$ cat src/rtl/csh_pkg.sv
// ----------------------------------------------------------------------------
// csh_pkg
// shared widths, command codes and link types for the write-back lru cache
// ----------------------------------------------------------------------------
package csh_pkg;

    localparam int WAYS_DEF        = 4;
    localparam int SETS_DEF        = 64;
    localparam int BLOCK_BYTES_DEF = 32;
    localparam int ADDR_BITS       = 16;
    localparam int AGE_W           = 32;
    localparam int COUNT_W         = 32;
    localparam int RATE_W          = 7;
    localparam int DATA_W          = 8;
    localparam int CMD_W           = 2;
    localparam int QDEPTH          = 2;

    localparam logic [CMD_W-1:0] CMD_READ    = 2'd0;
    localparam logic [CMD_W-1:0] CMD_WRITE   = 2'd1;
    localparam logic [CMD_W-1:0] CMD_PRELOAD = 2'd2;

    typedef struct packed {
        logic [CMD_W-1:0]     cmd;
        logic [ADDR_BITS-1:0] address;
        logic [DATA_W-1:0]    write_data;
    } csh_item_t;

    // front queue head toward the back end
    typedef struct packed {
        logic      valid;
        csh_item_t item;
    } csh_fq_t;

    // back end status toward the front
    typedef struct packed {
        logic pop;
        logic clr_done;
    } csh_bk_t;

endpackage

$ cat src/rtl/csh_req_if.sv
// ----------------------------------------------------------------------------
// csh_req_if
// request channel: command, byte address and write byte
// ----------------------------------------------------------------------------
interface csh_req_if;
    logic                             valid;
    logic                             ready;
    logic [csh_pkg::CMD_W-1:0]        cmd;
    logic [csh_pkg::ADDR_BITS-1:0]    address;
    logic [csh_pkg::DATA_W-1:0]       write_data;

    modport source (output valid, cmd, address, write_data, input ready);
    modport sink (input valid, cmd, address, write_data, output ready);
endinterface

$ cat src/rtl/csh_front.sv
// ----------------------------------------------------------------------------
// csh_front
// takes request words into a short queue that feeds the back end
// ----------------------------------------------------------------------------
module csh_front (
    input  logic             clk,
    input  logic             rst_n,
    csh_req_if.sink          req,
    input  csh_pkg::csh_bk_t bk,
    output csh_pkg::csh_fq_t fq
);
    import csh_pkg::*;

    localparam int PTR_W = (QDEPTH > 1) ? $clog2(QDEPTH) : 1;
    localparam int CNT_W = $clog2(QDEPTH + 1);

    csh_item_t          q_mem_reg [QDEPTH];
    logic [PTR_W-1:0]   wr_ptr_reg, wr_ptr_next;
    logic [PTR_W-1:0]   rd_ptr_reg, rd_ptr_next;
    logic [CNT_W-1:0]   count_reg, count_next;
    logic               push, pop;

    assign req.ready = (count_reg != CNT_W'(QDEPTH)) && bk.clr_done;
    assign push      = req.valid && req.ready;
    assign pop       = bk.pop && (count_reg != '0);

    assign fq.valid = (count_reg != '0);
    assign fq.item  = q_mem_reg[rd_ptr_reg];

    always_comb
    begin
        wr_ptr_next = wr_ptr_reg;
        rd_ptr_next = rd_ptr_reg;
        count_next  = count_reg;
        if (push)
        begin
            wr_ptr_next = (wr_ptr_reg == PTR_W'(QDEPTH - 1)) ? '0 : wr_ptr_reg + 1'b1;
        end
        if (pop)
        begin
            rd_ptr_next = (rd_ptr_reg == PTR_W'(QDEPTH - 1)) ? '0 : rd_ptr_reg + 1'b1;
        end
        if (push && !pop)
        begin
            count_next = count_reg + 1'b1;
        end
        else if (pop && !push)
        begin
            count_next = count_reg - 1'b1;
        end
    end

    always_ff @(posedge clk or negedge rst_n)
    begin
        if (!rst_n)
        begin
            wr_ptr_reg <= '0;
            rd_ptr_reg <= '0;
            count_reg  <= '0;
        end
        else
        begin
            wr_ptr_reg <= wr_ptr_next;
            rd_ptr_reg <= rd_ptr_next;
            count_reg  <= count_next;
        end
    end

    always_ff @(posedge clk)
    begin
        if (push)
        begin
            q_mem_reg[wr_ptr_reg] <= '{cmd: req.cmd, address: req.address,
                                       write_data: req.write_data};
        end
    end

endmodule

$ cat src/flat_wrapper.sv
// flat-port wrapper written by rule: the top's interface ports become plain ports
module csh_front_flat import csh_pkg::*;
  (clk, rst_n, bk, fq, req_valid, req_cmd, req_address, req_write_data, req_ready);
  csh_req_if req_i ();
  input  logic clk;
  input  logic rst_n;
  input  csh_pkg::csh_bk_t bk;
  output csh_pkg::csh_fq_t fq;
  input wire logic [$bits(req_i.valid)-1:0] req_valid;
  input wire logic [$bits(req_i.cmd)-1:0] req_cmd;
  input wire logic [$bits(req_i.address)-1:0] req_address;
  input wire logic [$bits(req_i.write_data)-1:0] req_write_data;
  output wire logic [$bits(req_i.ready)-1:0] req_ready;
  assign req_i.valid = req_valid;
  assign req_i.cmd = req_cmd;
  assign req_i.address = req_address;
  assign req_i.write_data = req_write_data;
  assign req_ready = req_i.ready;
  csh_front u_core (.clk(clk), .rst_n(rst_n), .req(req_i), .bk(bk), .fq(fq));
endmodule
$ cat config.mk
export PLATFORM = sky130hd
export DESIGN_NAME = csh_front_flat
export DESIGN_NICKNAME = d
export VERILOG_FILES = /design/src/rtl/csh_pkg.sv /design/src/rtl/csh_req_if.sv /design/src/rtl/csh_front.sv /design/src/flat_wrapper.sv
export SDC_FILE = /design/constraint.sdc
export NUM_CORES = 1
export LEC_CHECK = 0
export ABC_CLOCK_PERIOD_IN_PS = 2100
export BUFFER_PORTS_ARGS = -buffer_cell sky130_fd_sc_hd__buf_4
export CORE_MARGIN = 3
export CORE_UTILIZATION = 30
export DETAILED_ROUTE_END_ITERATION = 10
export PLACE_DENSITY = 0.57
export REMOVE_ABC_BUFFERS = 1
export SKIP_CTS_REPAIR_TIMING = 1
export SLEW_MARGIN = 20
export SYNTH_ARGS = -nofsm -noshare
export SYNTH_HDL_FRONTEND = slang
export SYNTH_SLANG_ARGS = --single-unit
export TNS_END_PERCENT = 5
$ cat constraint.sdc
create_clock -name clk -period 2.1 [get_ports clk]
set_clock_uncertainty 0.15 [all_clocks]
set_input_delay 0 -clock clk [delete_from_list [all_inputs] [get_ports clk]]
set_output_delay 0 -clock clk [all_outputs]
set_load 0.05 [all_outputs]
* Yosys cells after proc, flatten, opt, wreduce, memory -nomap -nowiden *
Memories as Yosys holds them, arrays and structs flattened.
Cells that the tools add are included.

storage, ports and cells
  memories kept = 1
  memory bits (writable) = 52
  input bits = 31
  bits in registers = 4

memory list
  name              words  bits a word  read ports  clocked after memory_dff  wr ports  line             source
  u_core.q_mem_reg  2      26           1           0                         1         csh_front.sv:17  csh_item_t q_mem_reg [QDEPTH];

cells by class
  add/sub/neg operators = 4
  reductions and logical operators = 9
  muxes and demuxes = 6
  eq/ne operators = 1

operator list
  kind                                              count
  logical AND 1 bit                                 5
  two-way mux 1 bit                                 4
  two-way mux 2 bit                                 2
  nonzero test 2 bit                                2
  adder 1 bit, second input constant                2
  adder 2 x 1 -> 2 bit, second input constant       1
  logical NOT 1 bit                                 2
  inequality test 2 bit, second input constant      1
  subtractor 2 x 1 -> 2 bit, second input constant  1

* Logic depth before layout (Yosys ltp) *
Gate-level depths: netlist of the first run.

  depth after elaboration = 7
  mapped depth = 6
  gate-level depth less buffers = 6

* Least setup slack after synthesis of the first run *
Ideal clock, no wire load.

  kind = register -> register
  from = register u_core.count_reg[0]
  to = memory u_core.q_mem_reg[1][0] in the netlist's numbering (enable)
  period minus slack after synthesis = 1.917 ns
  required time = 1.565 ns
  setup slack = 0.183 ns
  stages on the path, launching flop included = 4
  arrival time = 1.382 ns
  cell sequence = dfrtp_1 -> nand2b_1 -> and3_4 -> and2_1

on the way
  longest elaborated chain between the ends = 5

ends and longest elaborated chain
  what                                     line             source
  from (decl)                              csh_front.sv:20  logic [CNT_W-1:0] count_reg, count_next;
  from (signal assigned)                   csh_front.sv:65  count_reg <= count_next;
  inequality test 2 bit                    csh_front.sv:23  assign req.ready = (count_reg != CNT_W'(QDEPTH)) && bk.clr_done;
  logical AND 1 bit                        csh_front.sv:23
  logical AND 1 bit                        csh_front.sv:24  assign push = req.valid && req.ready;
  net u_core.push                          csh_front.sv:21  logic push, pop;
  two-way mux 1 bit                        csh_front.sv:71  if (push)
  two-way mux 1 bit (not written as such)  csh_front.sv:73  q_mem_reg[wr_ptr_reg] <= '{cmd: req.cmd, address: req.address,
  to (decl)                                csh_front.sv:17

The timed path passes the listed nets, and every way through them passes these cells.

* Worst setup path after layout of the first run *
  from = register u_core.count_reg[0]
  to = register u_core.wr_ptr_reg

on the way
  longest elaborated chain between the ends = 3

ends and longest elaborated chain
  what                   line             source
  inequality test 2 bit  csh_front.sv:23
  logical AND 1 bit      csh_front.sv:23
  logical AND 1 bit      csh_front.sv:24
  net u_core.push        csh_front.sv:21
  to (signal assigned)   csh_front.sv:63  wr_ptr_reg <= wr_ptr_next;
  to (decl)              csh_front.sv:18  logic [PTR_W-1:0] wr_ptr_reg, wr_ptr_next;

The timed path passes the listed nets, and every way through them passes these cells.
A chain may end at the register's enable or synchronous reset.

==> results of run 1 <==
[through the flow]
| stage | instances | total power, mW | utilization | area (um2) | setup WS [ns] |
|---|---|---|---|---|---|
| finish | 292 | 3.969 | 0.4594 | 3173 | 0.3001 |
| global route | 292 | 4.143 | 0.4594 | 3173 | 0.2415 |
| CTS | 261 | 3.975 | 0.4145 | 2863 | 0.3962 |
| detailed placement | 253 | 3.312 | 0.3991 | 2756 | 0.4506 |
| global placement | 253 | 3.280 | 0.3991 | 2756 | 0.5409 |
| floorplan | 96 | 2.801 | - | 2141 | 0.1834 |
[worst max path at each step]
stage                                   to  slack (ns)  depth (start not counted)
floorplan           u_core.q_mem_reg[1][0]        0.18                          3
finish                   u_core.wr_ptr_reg        0.30                          4
global placement       u_core.count_reg[1]        0.54                          6
CTS                                 fq[25]        0.40                          3
global route             u_core.wr_ptr_reg        0.24                          4
detailed placement     u_core.count_reg[1]        0.45                          6
[cells in the final DEF, fill, tap and decap left out]
cell type and instances:
sky130_fd_sc_hd__buf_4 58, sky130_fd_sc_hd__edfxtp_1 52, sky130_fd_sc_hd__dlygate4sd3_1 31, sky130_fd_sc_hd__mux2_4 19, sky130_fd_sc_hd__mux2_2 7, sky130_fd_sc_hd__clkbuf_8 5
sky130_fd_sc_hd__dfrtp_1 4, sky130_fd_sc_hd__buf_12 3, sky130_fd_sc_hd__and2_1 2, sky130_fd_sc_hd__xnor2_1 2, sky130_fd_sc_hd__xor2_1 2, sky130_fd_sc_hd__clkinv_1 2
sky130_fd_sc_hd__nand2b_1 1, sky130_fd_sc_hd__and3_4 1, sky130_fd_sc_hd__or2_1 1, sky130_fd_sc_hd__nand2_1 1, sky130_fd_sc_hd__and2b_1 1, sky130_fd_sc_hd__nor2_1 1
sky130_fd_sc_hd__xor2_2 1, sky130_fd_sc_hd__ha_1 1, sky130_fd_sc_hd__bufinv_16 1
[cell usage after synthesis]
cell,instances
sky130_fd_sc_hd__nand2b_1,1
sky130_fd_sc_hd__xor2_1,2
sky130_fd_sc_hd__ha_1,1
sky130_fd_sc_hd__and2b_1,1
sky130_fd_sc_hd__mux2_2,7
sky130_fd_sc_hd__buf_6,3
sky130_fd_sc_hd__dfrtp_1,4
sky130_fd_sc_hd__xor2_2,1
sky130_fd_sc_hd__mux2_4,19
sky130_fd_sc_hd__and2_1,2
sky130_fd_sc_hd__edfxtp_1,52
sky130_fd_sc_hd__or2_1,1
sky130_fd_sc_hd__and3_4,1
sky130_fd_sc_hd__nor2_1,1
sky130_fd_sc_hd__xnor2_1,2
sky130_fd_sc_hd__nand2_1,1
[worst min-delay path: stages]
cell and delay [ns]:
sky130_fd_sc_hd__buf_4 0.08, sky130_fd_sc_hd__and3_4 0.18, sky130_fd_sc_hd__ha_1 0.16, sky130_fd_sc_hd__xnor2_1 0.06
[metal layers]
metal	GRT usage	share of wire	wire, um	up-vias
met5	0	0	0	-
met4	0.02638	0.0081	32	0
met3	0.03811	0.053	209	4
met2	0.1551	0.54	2127	40
met1	0.09544	0.40	1579	581
li1	-	-	-	564
[where the power goes]
group / leakage (nW) / internal, mW / switching, mW
Sequential: 0.522 / 1.40 / 0.0712
Combinational: 0.673 / 0.740 / 1.10
Clock: 0.0532 / 0.347 / 0.312
Total: 1.25 / 2.49 / 1.48
[layout make-up]
class | instances | area (um2) | area share
well taps | 96 | 120.1 | 0.03785
flip-flops and latches | 56 | 1662 | 0.5237
clock inverters | 3 | 37.54 | 0.01183
repair buffers | 92 | 805.8 | 0.2539
multi-input cells | 40 | 479.2 | 0.1510
clock buffers | 5 | 68.82 | 0.02169
[cells by family (layout without fill, tap and decap cells)]
| logic type | after synthesis | in the layout | share of synthesized area |
|---|---|---|---|
| XOR/XNOR | 5 | 5 | 0.02360 |
| adder cells (fa/ha/maj) | 1 | 1 | 0.005753 |
| buffers and inverters | 3 | 100 | 0.01553 |
| flip-flops | 56 | 56 | 0.7641 |
| multiplexers | 26 | 26 | 0.1674 |
| AND/OR/NAND/NOR | 8 | 8 | 0.02359 |
==> flow_metrics.tcl, run 1 <==
set metrics [dict create \
    max_cap_viol_count 0 \
    tritoncts.num_buffers 5 \
    result_of_the_run "finished clean" \
    cts_num_sinks 56 \
    largest_net_degree_at_the_start_of_global_routing 27 \
    clock_tree.root_cell "sky130_fd_sc_hd__clkbuf_8" \
    ys_warn_count 0 \
    tritoncts "built" \
    wl_per_cell_um 13.52 \
    fmax_ghz 0.5556 \
    vias_post_dr 1189 \
    buffer_ports.inserted 58 \
    vias_in_the_first_global_route 1164 \
    cts-htree-levels 2 \
    slew_margin_rel 0.8715 \
    timing.critical_path.cells "nand2b_1 -> and3_4 -> dlygate4sd3_1 -> xor2_2" \
    power.density_cell_area_mw_per_mm2 1251 \
    hold_end "u_core.count_reg[0]" \
    routabilityCongestion 0.6827 \
    worstSetupStartpoint "u_core.count_reg[0]" \
    postSynthCellCount 99 \
    die_height_um 91.14 \
    placement_rows 30 \
    data_required_critical_path_ns 2.14 \
    ys_top_cells_by_area "sky130_fd_sc_hd__edfxtp_1 72%, sky130_fd_sc_hd__mux2_4 13%, sky130_fd_sc_hd__dfrtp_1 4.6%" \
    detail_route.vias_per_cell 4.072 \
    post_synth_instance_area_mm2 0.002175 \
    number_of_buffers_on_the_longest_clock_path 2 \
    grt_overflow 0 \
    grt_pass1_wl_mm 5.623 \
    grt_use_total 0.08806 \
    p_leak_nw 1.248 \
    cp-start-kind "register" \
    hp-start "bk[0]" \
    critPathSlowestCell "sky130_fd_sc_hd__dlygate4sd3_1" \
    post-route-drc-count 0 \
    final_nets 227 \
    seq_area_frac_synth 0.7641 \
    tightestPinTransition_ns 0.1921 \
    end_kind "register" \
    detailedRoute.firstPassIterationCount 4 \
    critical-path-top-delay-family "buffers and inverters" \
    min_delay_path_depth 4 \
    setup_total_negative_slack_ns 0 \
    post_synthesis_register_bit_count 56 \
    setup.worst_path.class "register to register" \
    syn-mean-instance-area_um2 21.97 \
    vdd_ir_drop_max_mv 0.7326 \
    rsz0062_at_grt "no" \
    r2r_setup_slack_ns 0.30 \
    clk_pin_slew_ns 0.09 \
    num_antenna_cells 0 \
    slew_violations 0 \
    finalCriticalPeriod_ns 1.800 \
    core_region_area_mm2 0.006907 \
    postRouteWirelength_mm 3.947 \
    finalHoldViolations 0 \
    layout_area_overhead_pct 45.91 \
    drive_above_1_share 0.4847 \
    antenna_violating_nets_post_route 0 \
    drt-initial-drc-count 45 \
    io_pins 59 \
    fin_crit_sh 0.8571 \
    dp_hpwl_mm 2.615 \
    yosys.cell_types.count 16 \
    capture_point_of_the_worst_reg_to_reg_path "u_core.wr_ptr_reg" \
    hold_path.class "input port to register" \
    die-width_um 91.14 \
    worst-endpoint-arrival_ns 1.84 \
    crit_path_max_incr_delay_ns 0.59 \
    synth_top_area_share 0.7181 \
    reg2regPathDepth 4 \
    setup_viol 0 \
    antenna_found_initial 0 \
    die-area_mm2 0.008307 \
    number_of_fill_cells 648 \
    critPathMaxFanout 4 \
    flip_flop_count_of_the_largest_register_all_copies_and_words_added 52 \
    critical_path_buf_inv_count 1 \
    clk_latency_ns 0.30 \
    initial_core_util 0.3149 \
    worst_hold_slack_ns 0.08288 \
    r2r_start "u_core.count_reg[0]" \
    synth_area_leader_cell "sky130_fd_sc_hd__edfxtp_1" \
]
Note: power is estimated with default switching activity, not from simulation.
==> run 2: changes to the inputs <==
--- a/config.mk
+++ b/config.mk
@@ -9,2 +9,3 @@
 export BUFFER_PORTS_ARGS = -buffer_cell sky130_fd_sc_hd__buf_4
+export CORE_ASPECT_RATIO = 0.75
 export CORE_MARGIN = 3
==> constraint.sdc (replaced) <==
create_clock -name clk -period 2.1 [get_ports clk]
set_clock_uncertainty 0.15 [all_clocks]
set_input_delay 0.63 -clock clk [delete_from_list [all_inputs] [get_ports clk]]
set_output_delay 0.63 -clock clk [all_outputs]
set_load 0.05 [all_outputs]
==> flow_metrics.tcl, run 2 (synthesis gave the netlist of run 1 again) <==
set metrics [dict create \
    result_of_the_run "finished with violations" \
    violations "negative setup slack" \
    final_cell_count_without_fillers 268 \
    initial_core_util 0.3138 \
    tritoncts.num_buffers 5 \
    placement_rows 26 \
    grt.met2_usage 0.1579 \
    antenna_violating_nets_post_route 0 \
    vias_post_dr 1087 \
    detail_route.vias_per_cell 4.056 \
    antenna_found_initial 0 \
    finalHoldViolations 0 \
    die-width_um 104.3 \
    die_height_um 79.73 \
    setup.worst_path.class "register to primary output" \
    buffer_ports.inserted 58 \
    vias_in_the_first_global_route 1235 \
    hold_path.class "input port to register" \
    sequential_cell_area_mm2 0.001663 \
    placed_cells 258 \
    most_used_cells_in_the_layout_excluding_fill_and_tap_cells "52 x sky130_fd_sc_hd__edfxtp_1, 34 x sky130_fd_sc_hd__buf_4, 27 x sky130_fd_sc_hd__buf_6" \
    number_of_fill_cells 637 \
    setup_viol 26 \
    finalCriticalPeriod_ns 2.220 \
    data_required_critical_path_ns 1.32 \
    largest_net_degree_at_the_start_of_global_routing 22 \
    io_pins 59 \
    p_leak_nw 1.176 \
    timing.critical_path.cells "clkbuf_16 -> mux2_4 -> buf_6" \
    postLayoutSetupSlackWorst_ns -0.1198 \
    fmax_ghz 0.4505 \
    final_nets 201 \
    vdd_ir_drop_max_mv 0.5989 \
    core_region_area_mm2 0.006929 \
    slew_margin_rel 0.8880 \
    multi_input_area_um2 490.5 \
    slew_violations 0 \
    clock_tree.root_cell "sky130_fd_sc_hd__clkbuf_8" \
    grt.met1_usage 0.1047 \
    cts-htree-levels 2 \
    crit_path_max_incr_delay_ns 0.47 \
    critPathMaxFanout 10 \
    detailedRoute.firstPassIterationCount 4 \
    grt_overflow 0 \
    number_of_buffers_on_the_longest_clock_path 2 \
    max_cap_viol_count 0 \
    detailedPlace.worstSlack_ns 0.1913 \
    die-area_mm2 0.008317 \
    rsz0062_at_grt "yes" \
    tritoncts "built" \
    postRouteWirelength_mm 3.889 \
    cp-start-kind "register" \
    post-route-drc-count 0 \
    end_kind "primary output" \
    layout_commonest_cell "sky130_fd_sc_hd__edfxtp_1" \
    clk_pin_slew_ns 0.10 \
    fin_crit_sh 1.057 \
    drive_above_1_share 0.6000 \
    power.density_cell_area_mw_per_mm2 1361 \
    cts_num_sinks 56 \
    tightestPinTransition_ns 0.1680 \
    routabilityCongestion 0.6510 \
    layout_area_overhead_pct 38.78 \
    clk_latency_ns 0.30 \
    grt_pass1_wl_mm 6.072 \
    wl_per_cell_um 14.51 \
    critPathSlowestCell "sky130_fd_sc_hd__dfrtp_2" \
    globalRoute.busiestLayer "met2" \
    flip_flop_count_of_the_largest_register_all_copies_and_words_added 52 \
    grt_use_met3 0.05093 \
    grt_use_total 0.09440 \
    worst-endpoint-arrival_ns 1.44 \
    worst_hold_slack_ns 0.3511 \
    num_antenna_cells 0 \
    drt-initial-drc-count 15 \
]
[run 2: cell count changes in the layout (fill, tap and decap cells not counted), sizes merged]
cell         previous run  this run
dlygate4sd3            31         1
buf                    61        64
clkinvlp                0         2
bufinv                  1         0
clkbuf                  5         6
clkinv                  2         1
[run 2: power breakdown]
| group | total (mW) | switching [mW] | internal, mW |
|---|---|---|---|
| Combinational | 2.04 | 1.15 | 0.896 |
| Sequential | 1.49 | 0.0863 | 1.40 |
| Clock | 0.573 | 0.342 | 0.231 |
[run 2: area by class of cell]
class / count / area share
sequential: 56 / 0.5510
timing repair buffer: 66 / 0.2168
multi-input combinational: 40 / 0.1625
tap: 98 / 0.04063
clock buffer: 5 / 0.02280
clock inverter: 3 / 0.006219
[run 2: path summary, 6_finish.rpt]
check / startpoint / end / slack [ns] / cells after the start
setup / recovery: u_core.rd_ptr_reg / fq[10] / -0.12 / 3
hold / removal: req_address[6] / u_core.q_mem_reg[0][14] / 0.35 / 1
setup reg to reg: u_core.count_reg[0] / u_core.count_reg[1] / 0.45 / 5
hold reg to reg: u_core.wr_ptr_reg / u_core.wr_ptr_reg / 0.37 / 1
max in group asynchronous: rst_n / u_core.rd_ptr_reg / 1.19 / 2
min in group asynchronous: rst_n / u_core.count_reg[1] / 0.50 / 2
[run 2: critical path: cells and delay by family, from the launching register on]
| family | cells | cell delay (ns) |
|---|---|---|
| DFF | 1 | 0.47 |
| muxes | 1 | 0.31 |
| buffers and inverters | 2 | 0.35 |
[run 2: stage by stage]
| step | setup TNS, ns | utilization | total power [mW] | instance area [um2] |
|---|---|---|---|---|
| finish | -2.556 | 0.4355 | 4.107 | 3018 |
| global route | -3.852 | 0.4355 | 4.295 | 3018 |
| CTS | -3.251 | 0.4140 | 3.910 | 2869 |
| detailed placement | 0 | 0.4014 | 3.336 | 2781 |
| global placement | 0 | 0.4014 | 3.307 | 2781 |
| floorplan | -5.569 | - | 2.801 | 2141 |
[run 2: metal layers]
metal	wire length, um	up-vias
met5	0	-
met4	26	0
met3	356	5
met2	1864	42
met1	1642	527
li1	-	513
